### src/hdl/pbe_div.sv
module pbe_div #(
    parameter int NW = 25,
    parameter int DW = 9
) (
    input  logic          i_clk,
    input  logic          i_rst_n,
    input  logic          i_start,
    input  logic [NW-1:0] i_num,
    input  logic [DW-1:0] i_den,
    output logic          o_done,
    output logic [NW-1:0] o_quot,
    output logic [DW-1:0] o_rem
);

    localparam int KW = $clog2(NW + 1);

    logic          r_busy;
    logic          r_done;
    logic [KW-1:0] r_left;
    logic [NW-1:0] r_quot;
    logic [DW-1:0] r_rem;
    logic [DW-1:0] r_den;

    logic [DW:0]   shifted;
    logic          ge;
    logic [DW:0]   diff;

    always_comb begin
        shifted = {r_rem, r_quot[NW-1]};
        ge      = (shifted >= {1'b0, r_den});
        diff    = shifted - {1'b0, r_den};
    end

    always_ff @(posedge i_clk) begin
        if (!i_rst_n) begin
            r_busy <= 1'b0;
            r_done <= 1'b0;
            r_left <= '0;
        end else begin
            r_done <= 1'b0;
            if (i_start) begin
                r_busy <= 1'b1;
                r_left <= KW'(NW);
                r_quot <= i_num;
                r_rem  <= '0;
                r_den  <= i_den;
            end else if (r_busy) begin
                r_quot <= {r_quot[NW-2:0], ge};
                r_rem  <= ge ? diff[DW-1:0] : shifted[DW-1:0];
                r_left <= r_left - 1'b1;
                if (r_left == KW'(1)) begin
                    r_busy <= 1'b0;
                    r_done <= 1'b1;
                end
            end
        end
    end

    assign o_done = r_done;
    assign o_quot = r_quot;
    assign o_rem  = r_rem;

endmodule
### config.mk
export PLATFORM = sky130hd
export DESIGN_NAME = pbe_div
export DESIGN_NICKNAME = d
export VERILOG_FILES = /design/src/hdl/pbe_div.sv
export SDC_FILE = /design/constraint.sdc
export NUM_CORES = 1
export LEC_CHECK = 0
export ABC_AREA = 1
export BUFFER_PORTS_ARGS = -buffer_cell sky130_fd_sc_hd__buf_2
export CORE_AREA = 2 2 79 81
export DETAILED_ROUTE_END_ITERATION = 10
export DIE_AREA = 0 0 81 83
export PLACE_DENSITY = 0.8
export REMOVE_ABC_BUFFERS = 1
export SYNTH_ARGS = -nofsm -noshare
export SYNTH_HDL_FRONTEND = slang
export SYNTH_SLANG_ARGS = --single-unit
### constraint.sdc
create_clock -name i_clk -period 7.85 [get_ports i_clk]
set_input_delay 0 -clock i_clk [delete_from_list [all_inputs] [get_ports i_clk]]
set_output_delay 0 -clock i_clk [all_outputs]
set_load 0.1 [all_outputs]
==> results of run 1 <==
-- cells in the mapped netlist (all sizes together), types with 2 or more instances --
cell type	instances	area (um^2)
a21oi	4	20.0
a31oi	2	12.5
buf	3	21.3
clkbuf	5	18.8
dfxtp	7	140
edfxtp	43	1290
ha	11	138
inv	43	161
nand2	129	489
nand3	11	55.1
nor2	28	108
o21bai	5	37.5
xor2	3	26.3
-- metal layers --
layer | vias to the layer above | share of wire [%] | track usage [%]
met5 | - | 0 | 0
met4 | 0 | 1.7 | 6.32
met3 | 10 | 4.3 | 2.93
met2 | 57 | 51 | 33.6
met1 | 1057 | 43 | 24.3
li1 | 1159 | - | -
-- final timing paths --
check	start	end	slack [ps]	cells past startpoint
worst max-delay path	o_quot[24]	o_rem[7]	5650	14
worst min-delay path	i_start	r_left[0]	300	3
worst max register to register	o_quot[24]	o_rem[7]	5650	14
worst min register to register	r_left[4]	r_left[4]	480	2
-- cells in the final DEF (no fill, tap or decap), drive strengths merged --
cell type and n:
nor4 1, edfxtp 43, o21bai 5, nor3 1, inv 43, xnor2 1
fa 1, a31oi 2, dlygate4sd3 35, nand3 11, nand4 1, clkbuf 6
or2 1, o21ai 1, nor2 28, nand3b 1, xor2 3, buf 72
a21oi 4, a211oi 1, clkinv 2, ha 11, nand2 129, dfxtp 7
-- worst register-to-register path: stages, from the launching register on --
cell and delay (ps):
edfxtp_1 410, inv_1 80, ha_1 140, inv_1 70
fa_1 390, nand2_1 80, nand2_1 80, nand3_1 90
nand2_1 70, nand2_1 90, nand2_2 170, nand2_1 150
nand2_1 60, nand2_1 60, inv_1 40
-- logic make-up after synthesis --
group,share of synthesized area (%)
xor gates and xnor gates,1.35
buffers and inverters,7.77
adders and majority gates,6.08
DFF,55.2
and+or+nand+nor,26.4
AOI/OAI and AO/OA,3.19
-- what timing repair did --
| item | 4_1_cts | 5_1_grt |
|---|---|---|
| hold endpoints to repair | 36 | 0 |
| endpoints found under the setup margin | 0 | 0 |
| gates resized for setup | 0 | 0 |
| hold buffers | 35 | 0 |
-- registers in the layout, indices dropped and copies added (netlist names) --
register  flops
o_quot       25
o_done        1
r_den         9
o_rem         9
r_busy        1
r_left        5
-- through the flow --
step                      cell area, um^2  power [mW]
after floorplan                      2550       0.508
after global placement               3020       0.550
after detailed placement             3020       0.555
after CTS                            3450       0.709
after global routing                 3450       0.742
final                                3450       0.708
-- power by group through the flow --
stage	combinational, mW	sequential [mW]	clock (mW)
3_3_place_gp	0.218	0.332	0
6_report	0.238	0.327	0.143
2_1_floorplan	0.0811	0.427	0
4_1_cts	0.237	0.326	0.147
3_5_place_dp	0.223	0.332	0
5_1_grt	0.258	0.329	0.155
-- layout make-up --
class | count | area share (%)
clock buffer | 6 | 2.10
clock inverter | 2 | 0.254
inverter | 43 | 4.68
multi-input combinational | 202 | 28.1
sequential | 50 | 41.5
tap | 75 | 2.72
timing repair buffer | 107 | 20.7
==> run summary, run 1 <==
ROUTE
----------------------------------------------------------------------------------------
Detailed-route DRC error count                                                         0
Final WL                                                                         6160 um
Mean routed wirelength per cell                                                  12.7 um
Iteration-0 DRC count of the detailed router                                         131
Remaining antenna violation count                                                      0
Via count                                                                           2283
Via/cell ratio                                                                      4.71
Number of iterations in the first detailed-routing pass                                4

LOGIC SYNTHESIS
----------------------------------------------------------------------------------------
Distinct cell type count of the synthesized netlist                                   25
Number of enable-type register cells in the synthesized netlist                       43
Warning count from the yosys run                                                       0
Sequential cell area fraction in the yosys report                                  55.2%
Number of instances in the synthesized netlist                                       303
Share of flip-flops with an asynchronous set or reset                                 0%
Flop and latch count out of synthesis                                                 50
Synthesized area divided by synthesized cell count                             8.55 um^2
Area of the mapped netlist                                                     2590 um^2
Commonest register cell after synthesis                                         edfxtp_1

DIE
----------------------------------------------------------------------------------------
DIE WIDTH                                                                          81 um
I/O pins                                                                              72
DIE HEIGHT                                                                         83 um
Die ar.                                                                        6720 um^2
Std cell rows                                                                         28
Initial Util                                                                       44.6%
Area of the core                                                               5820 um^2

GLOBAL ROUTING
----------------------------------------------------------------------------------------
Antenna violations before repair                                                       0
Aggregate global-route resource usage                                              19.3%
Maximum number of pins on one net before global-route repair                          36
Total global routing overflow                                                          0
Vias in the first global route                                                      2305
First-pass GRT wire length                                                      10300 um

WORST SETUP PATH
----------------------------------------------------------------------------------------
WP buf/inv                                                                             3
Family with the most delay on the worst path                                simple AND/OR/NAND/NOR gates
Cell breakdown of the critical path                                         inv_1, ha_1, inv_1, fa_1, nand2_1, nand2_1, nand3_1, nand2_1, nand2_1, nand2_2, nand2_1, nand2_1, nand2_1, inv_1
Type of destination of the critical path                                        register
Nature of the critical path startpoint                                          register
Library cell appearing most often on the critical path                           nand2_1
Delay contributed by the slowest stage of the critical path                       410 ps
Maximum fanout along the worst path                                                   13
Worst Path Arrival                                                               2270 ps
Start-to-end type of the worst setup path                                   register to register
Worst-path cell with the longest stage delay                                    edfxtp_1
Worst EP required                                                                7920 ps

FINISH
----------------------------------------------------------------------------------------
Area overhead of the layout relative to synthesis                                  33.2%
Area of the multi-input gates                                                   970 um^2
Sequential Area                                                                1430 um^2
Fillers                                                                              521
NumNets Final                                                                        458
Post-route insts no fill                                                             485
Final Core Density                                                                 59.3%
Layout cell share with drive strength beyond 1                                     20.2%
# diodes                                                                               0

CLOCK TREE
----------------------------------------------------------------------------------------
Buffer count from post-CTS setup fixing                                                0
Clock Tree Root                                                                 clkbuf_8
TritonCTS clock tree                                                               built
Clock slew seen by the registers of the worst setup and hold paths                 90 ps
# clock sinks                                                                         50
H-tree depth                                                                           2
Clock Latency Late Sink                                                           300 ps
Number of CTS-inserted buffers                                                         5
Maximum count of clock buffers along a single path                                     2

RUN STATUS
----------------------------------------------------------------------------------------
Result of the run                                                           finished clean

POWER
----------------------------------------------------------------------------------------
Cell Int Power                                                                    437 uW
Sw frac                                                                            38.2%
Switching component of the power                                                  270 uW
Part of the power in combinational logic                                           33.6%
IR Drop Worst-Case VDD                                                        0.000118 V
Fraction of power consumed by sequential logic                                     46.1%
Clk pwr share                                                                      20.2%
Static leakage                                                                   1.74 nW
Pwr per Cell Area                                                            205 nW/um^2

STA
----------------------------------------------------------------------------------------
Slew headroom                                                                      25.2%
Max Freq                                                                         454 MHz
Final hold violations                                                                  0
Crit path setup slack, layout                                                    5650 ps
Portion of the clock cycle consumed by the worst path in the final layout          28.1%
Skew final                                                                       4.54 ps
Final hold slack                                                                  302 ps
Clock period minus final worst setup slack                                       2200 ps
Setup-violating endpoint count in the final report                                     0
Number of max-slew violations in the final report                                      0
RSZ-0062 raised after global routing                                                  no
Transition time at the pin with the least slew margin                            1120 ps
TNS Setup                                                                           0 ps

PLACE
----------------------------------------------------------------------------------------
Cell count after placement                                                           442
RD Place Congestion                                                                0.819
Count of port buffers added during placement                                          71
Total half-perimeter wirelength after legalization and detailed placement        4030 um
Pre-CTS WS                                                                       5650 ps

JOB
----------------------------------------------------------------------------------------
Maximum capacitance violations                                                         0

WORST HOLD PATH
----------------------------------------------------------------------------------------
Worst hold-check path type                                                  input pin to register

Note: power is estimated with default switching activity, not from simulation.
==> run 2: changes to the inputs <==
clock period = 2.1 ns   (was 7.85 ns; I/O delays follow)
==> run 2 against run 1 <==
- worst hold slack worse by 130 ps
- die area did not move
- clock power rose to 4.1 times the previous value
- sequential share of layout area fell by 1.3 points
- global-route usage down 0.45 points
- combinational power grew to 3.9 times the previous value
- first-iteration DRC count increased by 8.4%
- final area increased by 3.1%
- sequential cell count unchanged
- utilization rose by 1.9 points
- largest cell class unchanged
==> run summary, run 2 (synthesized netlist as in run 1, its figures left out) <==
FINISH
----------------------------------------------------------------------------------------
Top library cells by usage in the layout, fill and taps aside               nand2_1 (125), buf_2 (71), edfxtp_1 (43), inv_1 (42), dlygate4sd3_1 (35)
Post-route insts no fill                                                             495   +2.1%
Fillers                                                                              501   -3.8%
Most frequent standard cell in the layout excluding fill and tap cells           nand2_1
Sequential Area                                                                1430 um^2   unchanged
Flip-flop count of the largest register after layout                                  25   unchanged
Area of the multi-input gates                                                   996 um^2   +2.7%
# diodes                                                                               0   unchanged
NumNets Final                                                                        468   +2.2%
Layout cell share with drive strength beyond 1                                     23.8%   +3.6 points
Area overhead of the layout relative to synthesis                                  37.3%

POWER
----------------------------------------------------------------------------------------
IR Drop Worst-Case VDD                                                        0.000452 V   +280%
Static leakage                                                                   1.79 nW   +3.0%
Pwr per Cell Area                                                            767 nW/um^2   +270%
Pwr Total                                                                        2.73 mW   +290%

ROUTE
----------------------------------------------------------------------------------------
Detailed-route DRC error count                                                         0   unchanged
Number of iterations in the first detailed-routing pass                                4   unchanged
Remaining antenna violation count                                                      0   unchanged
Via/cell ratio                                                                      4.65   -1.2%
Via count                                                                           2303   +0.88%
Mean routed wirelength per cell                                                  12.5 um   -1.7%
Final WL                                                                         6180 um   +0.32%
Iteration-0 DRC count of the detailed router                                         142   +8.4%

PLACE
----------------------------------------------------------------------------------------
Count of port buffers added during placement                                          71   unchanged
RD Place Congestion                                                                0.817   -0.33%
Total half-perimeter wirelength after legalization and detailed placement        4260 um   +5.8%
Pre-CTS WS                                                                       4.95 ps   -5640 ps
Cell count after placement                                                           450   +1.8%

WORST SETUP PATH
----------------------------------------------------------------------------------------
Worst EP required                                                                2160 ps   -5760 ps
Worst-path cell with the longest stage delay                                    edfxtp_1
Worst Path Arrival                                                               2040 ps   -230 ps
Type of destination of the critical path                                        register
Start-to-end type of the worst setup path                                   register to register
Cell breakdown of the critical path                                         inv_1, ha_1, inv_1, fa_2, nand2_1, nand2_1, nand3_2, nand2_1, nand2_2, buf_4, nand3b_1, nand2_1, nor2_1
Maximum fanout along the worst path                                                    3   -10
Library cell appearing most often on the critical path                           nand2_1
Delay contributed by the slowest stage of the critical path                       390 ps   -20 ps
Nature of the critical path startpoint                                          register

DIE
----------------------------------------------------------------------------------------
Std cell rows                                                                         28   unchanged
Area of the core                                                               5820 um^2   unchanged
I/O pins                                                                              72   unchanged
Initial Util                                                                       44.6%   unchanged
Die ar.                                                                        6720 um^2   unchanged
DIE HEIGHT                                                                         83 um   unchanged
DIE WIDTH                                                                          81 um   unchanged

STA
----------------------------------------------------------------------------------------
Final hold violations                                                                  0   unchanged
Portion of the clock cycle consumed by the worst path in the final layout          94.2%   +66 points
Number of max-slew violations in the final report                                      0   unchanged
Crit path setup slack, layout                                                     122 ps   -5530 ps
Max Freq                                                                         506 MHz   +11%
Slew headroom                                                                      67.2%   +42 points
Transition time at the pin with the least slew margin                             496 ps   -623 ps
Setup-violating endpoint count in the final report                                     0   unchanged
Skew final                                                                       6.19 ps   +1.65 ps
Clock period minus final worst setup slack                                       1980 ps   -224 ps

CLOCK TREE
----------------------------------------------------------------------------------------
Maximum count of clock buffers along a single path                                     2   unchanged
Clock slew seen by the registers of the worst setup and hold paths                 90 ps   about the same
H-tree depth                                                                           2   unchanged
Clock Latency Late Sink                                                           300 ps   about the same
TritonCTS clock tree                                                               built
Number of CTS-inserted buffers                                                         5   unchanged
# clock sinks                                                                         50   unchanged
Clock Tree Root                                                                 clkbuf_8

GLOBAL ROUTING
----------------------------------------------------------------------------------------
Maximum number of pins on one net before global-route repair                          28   -22%
Vias in the first global route                                                      2251   -2.3%
Total global routing overflow                                                          0   unchanged
First-pass GRT wire length                                                      10000 um   -3.1%
Antenna violations before repair                                                       0   unchanged
Aggregate global-route resource usage                                              18.9%   -0.45 points

WORST HOLD PATH
----------------------------------------------------------------------------------------
Worst hold-check path type                                                  input pin to register

JOB
----------------------------------------------------------------------------------------
Maximum capacitance violations                                                         0   unchanged

RUN STATUS
----------------------------------------------------------------------------------------
Result of the run                                                           finished clean

[run 2: stage by stage]
step                utilization (%)  TNS (ps)  instance area (um^2)  hold WS [ps]
floorplan                         -    -20720                  2550          78.0
global placement               52.9         0                  3080           178
detailed placement             52.9         0                  3080           178
CTS                            60.7         0                  3530           162
global route                   61.2     -56.0                  3560           184
finish                         61.2         0                  3560           170
[run 2: worst max-delay path: cells and delay by family, from the launching register on]
family	cells	cell delay, ps
adders and majority gates	2	480
buffers and inverters	3	250
DFF	1	390
and+or+nand+nor	8	610
[run 2: layer usage]
layer  routed length (um)  global-route usage [%]  up-vias
li1                     -                       -     1185
met1                 2630                    23.4     1038
met2                 3170                    33.1       71
met3                  290                    3.26        9
met4                   90                    5.86        0
met5                    0                       0        -
[run 2: layout make-up]
class                   count  area share, %
repair buffers            116           21.9
multi-input cells         203           28.0
clock inverters             2          0.352
well taps                  75           2.64
inverters                  43           4.54
clock buffers               6           2.32
flip-flops and latches     50           40.2
[run 2: final timing paths]
| kind | cells after the start | start | slack, ps | to |
|---|---|---|---|---|
| max reg2reg | 13 | o_quot[24] | 120 | o_rem[6] |
| max | 13 | o_quot[24] | 120 | o_rem[6] |
| min reg2reg | 2 | r_left[4] | 500 | r_left[4] |
| min | 3 | i_start | 170 | o_quot[6] |
[run 2: power by group]
group          internal (mW)  switching, mW  leakage (nW)
Combinational          0.254          0.674          1.27
Clock                  0.266          0.318        0.0488
Sequential              1.17         0.0439         0.470
[run 2: repair_timing]
action / in CTS / in global routing
cloned: 0 / 1
setup endpoints to repair: 3 / 10
buffers inserted: 0 / 1
hold endpoints to repair: 36 / 0
hold buffers: 35 / 0
gates resized for setup: 2 / 5
==> run 3: changes to the inputs <==
SETUP_SLACK_MARGIN = 0.5   (was default)
==> run 3 against run 2 <==
- sequential power about the same
- count of clock-buffer cells in the layout unchanged
- worst hold slack better by 4.9 ps
- utilization up 1.8 points
- register-to-register slack better by 40 ps
- global-route usage up 0.70 points
- final cell count up 1.2%
- fmax up 2.2%
- clock power about the same
- final area up 3.0%
- via count up 3.6%
- critical path depth down 1
- highest routed layer unchanged
==> run summary, run 3 (synthesized netlist as in run 1, its figures left out) <==
CLOCK TREE
----------------------------------------------------------------------------------------
# clock sinks                                                                         50   unchanged
H-tree depth                                                                           2   unchanged
TritonCTS clock tree                                                               built
Clock slew seen by the registers of the worst setup and hold paths                 90 ps   about the same
Maximum count of clock buffers along a single path                                     2   unchanged
Clock Latency Late Sink                                                           300 ps   about the same
Clock Tree Root                                                                 clkbuf_8
Number of CTS-inserted buffers                                                         5   unchanged

POWER
----------------------------------------------------------------------------------------
IR Drop Worst-Case VDD                                                        0.000452 V   about the same
Cell Int Power                                                                   1.72 mW   +1.8%
Sw frac                                                                            38.1%   +0.12 points
Static leakage                                                                   1.83 nW   +2.3%
Pwr per Cell Area                                                            760 nW/um^2   -0.95%
Clk pwr share                                                                      21.0%   -0.4 points
Part of the power in combinational logic                                           35.2%   +1.2 points
Switching component of the power                                                 1.06 mW   +2.3%
Fraction of power consumed by sequential logic                                     43.8%   -0.8 points

WORST SETUP PATH
----------------------------------------------------------------------------------------
Cell breakdown of the critical path                                         inv_1, ha_1, inv_2, fa_2, nand2_2, nand2_2, nand3_2, nand2_2, nand2_4, nand2_4, o21bai_1, nor2_1
Family with the most delay on the worst path                                simple AND/OR/NAND/NOR gates
Maximum fanout along the worst path                                                    7   +4
Delay contributed by the slowest stage of the critical path                       400 ps   about the same
Reg-to-reg slack, setup                                                           170 ps   +40 ps
Reg-to-reg startpoint                                                         o_quot[24]
Type of destination of the critical path                                        register
Nature of the critical path startpoint                                          register
Worst Path Arrival                                                               2000 ps   -40 ps
Worst-path cell with the longest stage delay                                    edfxtp_1
Crit. path cell count                                                                 12   -1
Worst EP required                                                                2160 ps   about the same
WP buf/inv                                                                             2   -1
Library cell appearing most often on the critical path                           nand2_2
Endpoint of the lowest-slack register-to-register path                          o_rem[1]
Number of cells traversed by the worst register-to-register path                      12   -1
Start-to-end type of the worst setup path                                   register to register

WORST HOLD PATH
----------------------------------------------------------------------------------------
Count of cells along the worst hold path                                               3   unchanged
Worst-case hold path end point                                                 o_quot[6]
Beginning of the worst hold path                                                 i_start
Worst hold-check path type                                                  input pin to register

FINISH
----------------------------------------------------------------------------------------
Most frequent standard cell in the layout excluding fill and tap cells           nand2_1
NumNets Final                                                                        474   +1.3%
Post-route insts no fill                                                             501   +1.2%
Flip-flop count of the largest register after layout                                  25   unchanged
Fillers                                                                              476   -5.0%
Area overhead of the layout relative to synthesis                                  41.4%
Sequential Area                                                                1430 um^2   unchanged
Top library cells by usage in the layout, fill and taps aside               nand2_1 (122), buf_2 (71), edfxtp_1 (43), inv_1 (41), dlygate4sd3_1 (35)
Final Core Density                                                                 63.0%   +1.8 points
# diodes                                                                               0   unchanged
Area of the multi-input gates                                                  1060 um^2   +6.0%
Layout cell share with drive strength beyond 1                                     26.8%   +3.0 points

GLOBAL ROUTING
----------------------------------------------------------------------------------------
Total global routing overflow                                                          0   unchanged
Vias in the first global route                                                      2352   +4.5%
Aggregate global-route resource usage                                              19.6%   +0.70 points
First-pass GRT wire length                                                      10400 um   +4.1%
Antenna violations before repair                                                       0   unchanged
Maximum number of pins on one net before global-route repair                          28   unchanged

STA
----------------------------------------------------------------------------------------
Final hold violations                                                                  0   unchanged
Final hold slack                                                                  174 ps   +4.94 ps
RSZ-0062 raised after global routing                                                 yes
Max Freq                                                                         517 MHz   +2.2%
Skew final                                                                       6.09 ps   -0.0970 ps
TNS Setup                                                                           0 ps   unchanged
Slew headroom                                                                      67.0%   -0.15 points
Number of max-slew violations in the final report                                      0   unchanged
Transition time at the pin with the least slew margin                             498 ps   +2.22 ps
Portion of the clock cycle consumed by the worst path in the final layout          92.1%   -2.0 points
Crit path setup slack, layout                                                     165 ps   +42.8 ps
Clock period minus final worst setup slack                                       1930 ps   -42.8 ps
Setup-violating endpoint count in the final report                                     0   unchanged

DIE
----------------------------------------------------------------------------------------
DIE WIDTH                                                                          81 um   unchanged
I/O pins                                                                              72   unchanged
Initial Util                                                                       44.6%   unchanged
DIE HEIGHT                                                                         83 um   unchanged
Area of the core                                                               5820 um^2   unchanged
Std cell rows                                                                         28   unchanged
Die ar.                                                                        6720 um^2   unchanged

PLACE
----------------------------------------------------------------------------------------
RD Place Congestion                                                                0.817   unchanged
Pre-CTS WS                                                                       4.95 ps   unchanged
Total half-perimeter wirelength after legalization and detailed placement        4260 um   unchanged
Cell count after placement                                                           450   unchanged
Count of port buffers added during placement                                          71   unchanged

ROUTE
----------------------------------------------------------------------------------------
Via count                                                                           2387   +3.6%
Via/cell ratio                                                                      4.76   +2.4%
Iteration-0 DRC count of the detailed router                                         147   +3.5%
Detailed-route DRC error count                                                         0   unchanged
Final WL                                                                         6480 um   +4.8%
Remaining antenna violation count                                                      0   unchanged
Mean routed wirelength per cell                                                  12.9 um   +3.5%
Number of iterations in the first detailed-routing pass                                4   unchanged

RUN STATUS
----------------------------------------------------------------------------------------
Result of the run                                                           finished clean

JOB
----------------------------------------------------------------------------------------
Maximum capacitance violations                                                         0   unchanged

[run 3: cell count changes in the layout (fill, tap and decap cells not counted)]
cell	previous run	this run
nor3_1	1	0
ha_1	11	8
nand2_1	125	122
nand2_4	1	2
nor2_2	2	1
nor2_4	0	1
buf_4	10	16
inv_2	1	2
ha_4	0	3
inv_1	42	41
nand2_2	4	6
nor3_2	0	1
[run 3: timing repair]
action	in CTS	in global routing
setup endpoints to repair	10	10
gates cloned	1	0
hold buffers	35	0
hold endpoints to repair	36	0
pin swaps	4	1
buffers inserted	4	3
gates resized for setup	17	0
[run 3: worst register-to-register path, delay by kind of cell (launching register included)]
kind / cells / cell delay (ps)
simple gates: 7 / 530
buf+inv: 2 / 120
compound gates: 1 / 140
fa+ha+maj: 2 / 510
flops: 1 / 400
[run 3: how the worst max path moves through the flow]
| stage | startpoint | end | slack, ps |
|---|---|---|---|
| floorplan | r_busy | o_quot[0] | -470 |
| detailed placement | o_quot[24] | o_rem[7] | 5 |
| global placement | o_quot[24] | o_rem[7] | 70 |
| global route | o_rem[1] | o_rem[0] | 30 |
| CTS | o_quot[24] | o_rem[0] | 190 |
| finish | o_quot[24] | o_rem[1] | 170 |
[run 3: routing by layer]
layer / GRT usage, % / part of all wire, % / up-vias
li1: - / - / 1198
met1: 23.9 / 41 / 1086
met2: 34.3 / 51 / 88
met3: 3.37 / 5.8 / 15
met4: 6.63 / 2.2 / 0
met5: 0 / 0 / -
[run 3: final cells by class]
type,instances,area share (%)
timing repair buffer,122,22.5
tap,75,2.56
sequential,50,39.1
clock inverter,2,0.342
inverter,43,4.41
multi-input combinational,203,28.8
clock buffer,6,2.25
[run 3: power groups by stage]
stage	sequential [mW]	combinational [mW]	clock (mW)
2_1_floorplan	1.60	0.303	0
4_1_cts	1.22	0.958	0.592
5_1_grt	1.23	1.05	0.639
3_5_place_dp	1.24	0.857	0
6_report	1.22	0.979	0.586
3_3_place_gp	1.24	0.834	0
[run 3: metrics by stage]
| stage | area, um^2 | total power, mW |
|---|---|---|
| 2_1_floorplan | 2550 | 1.90 |
| 4_1_cts | 3640 | 2.77 |
| 3_3_place_gp | 3080 | 2.07 |
| 6_report | 3660 | 2.78 |
| 5_1_grt | 3660 | 2.92 |
| 3_5_place_dp | 3080 | 2.09 |
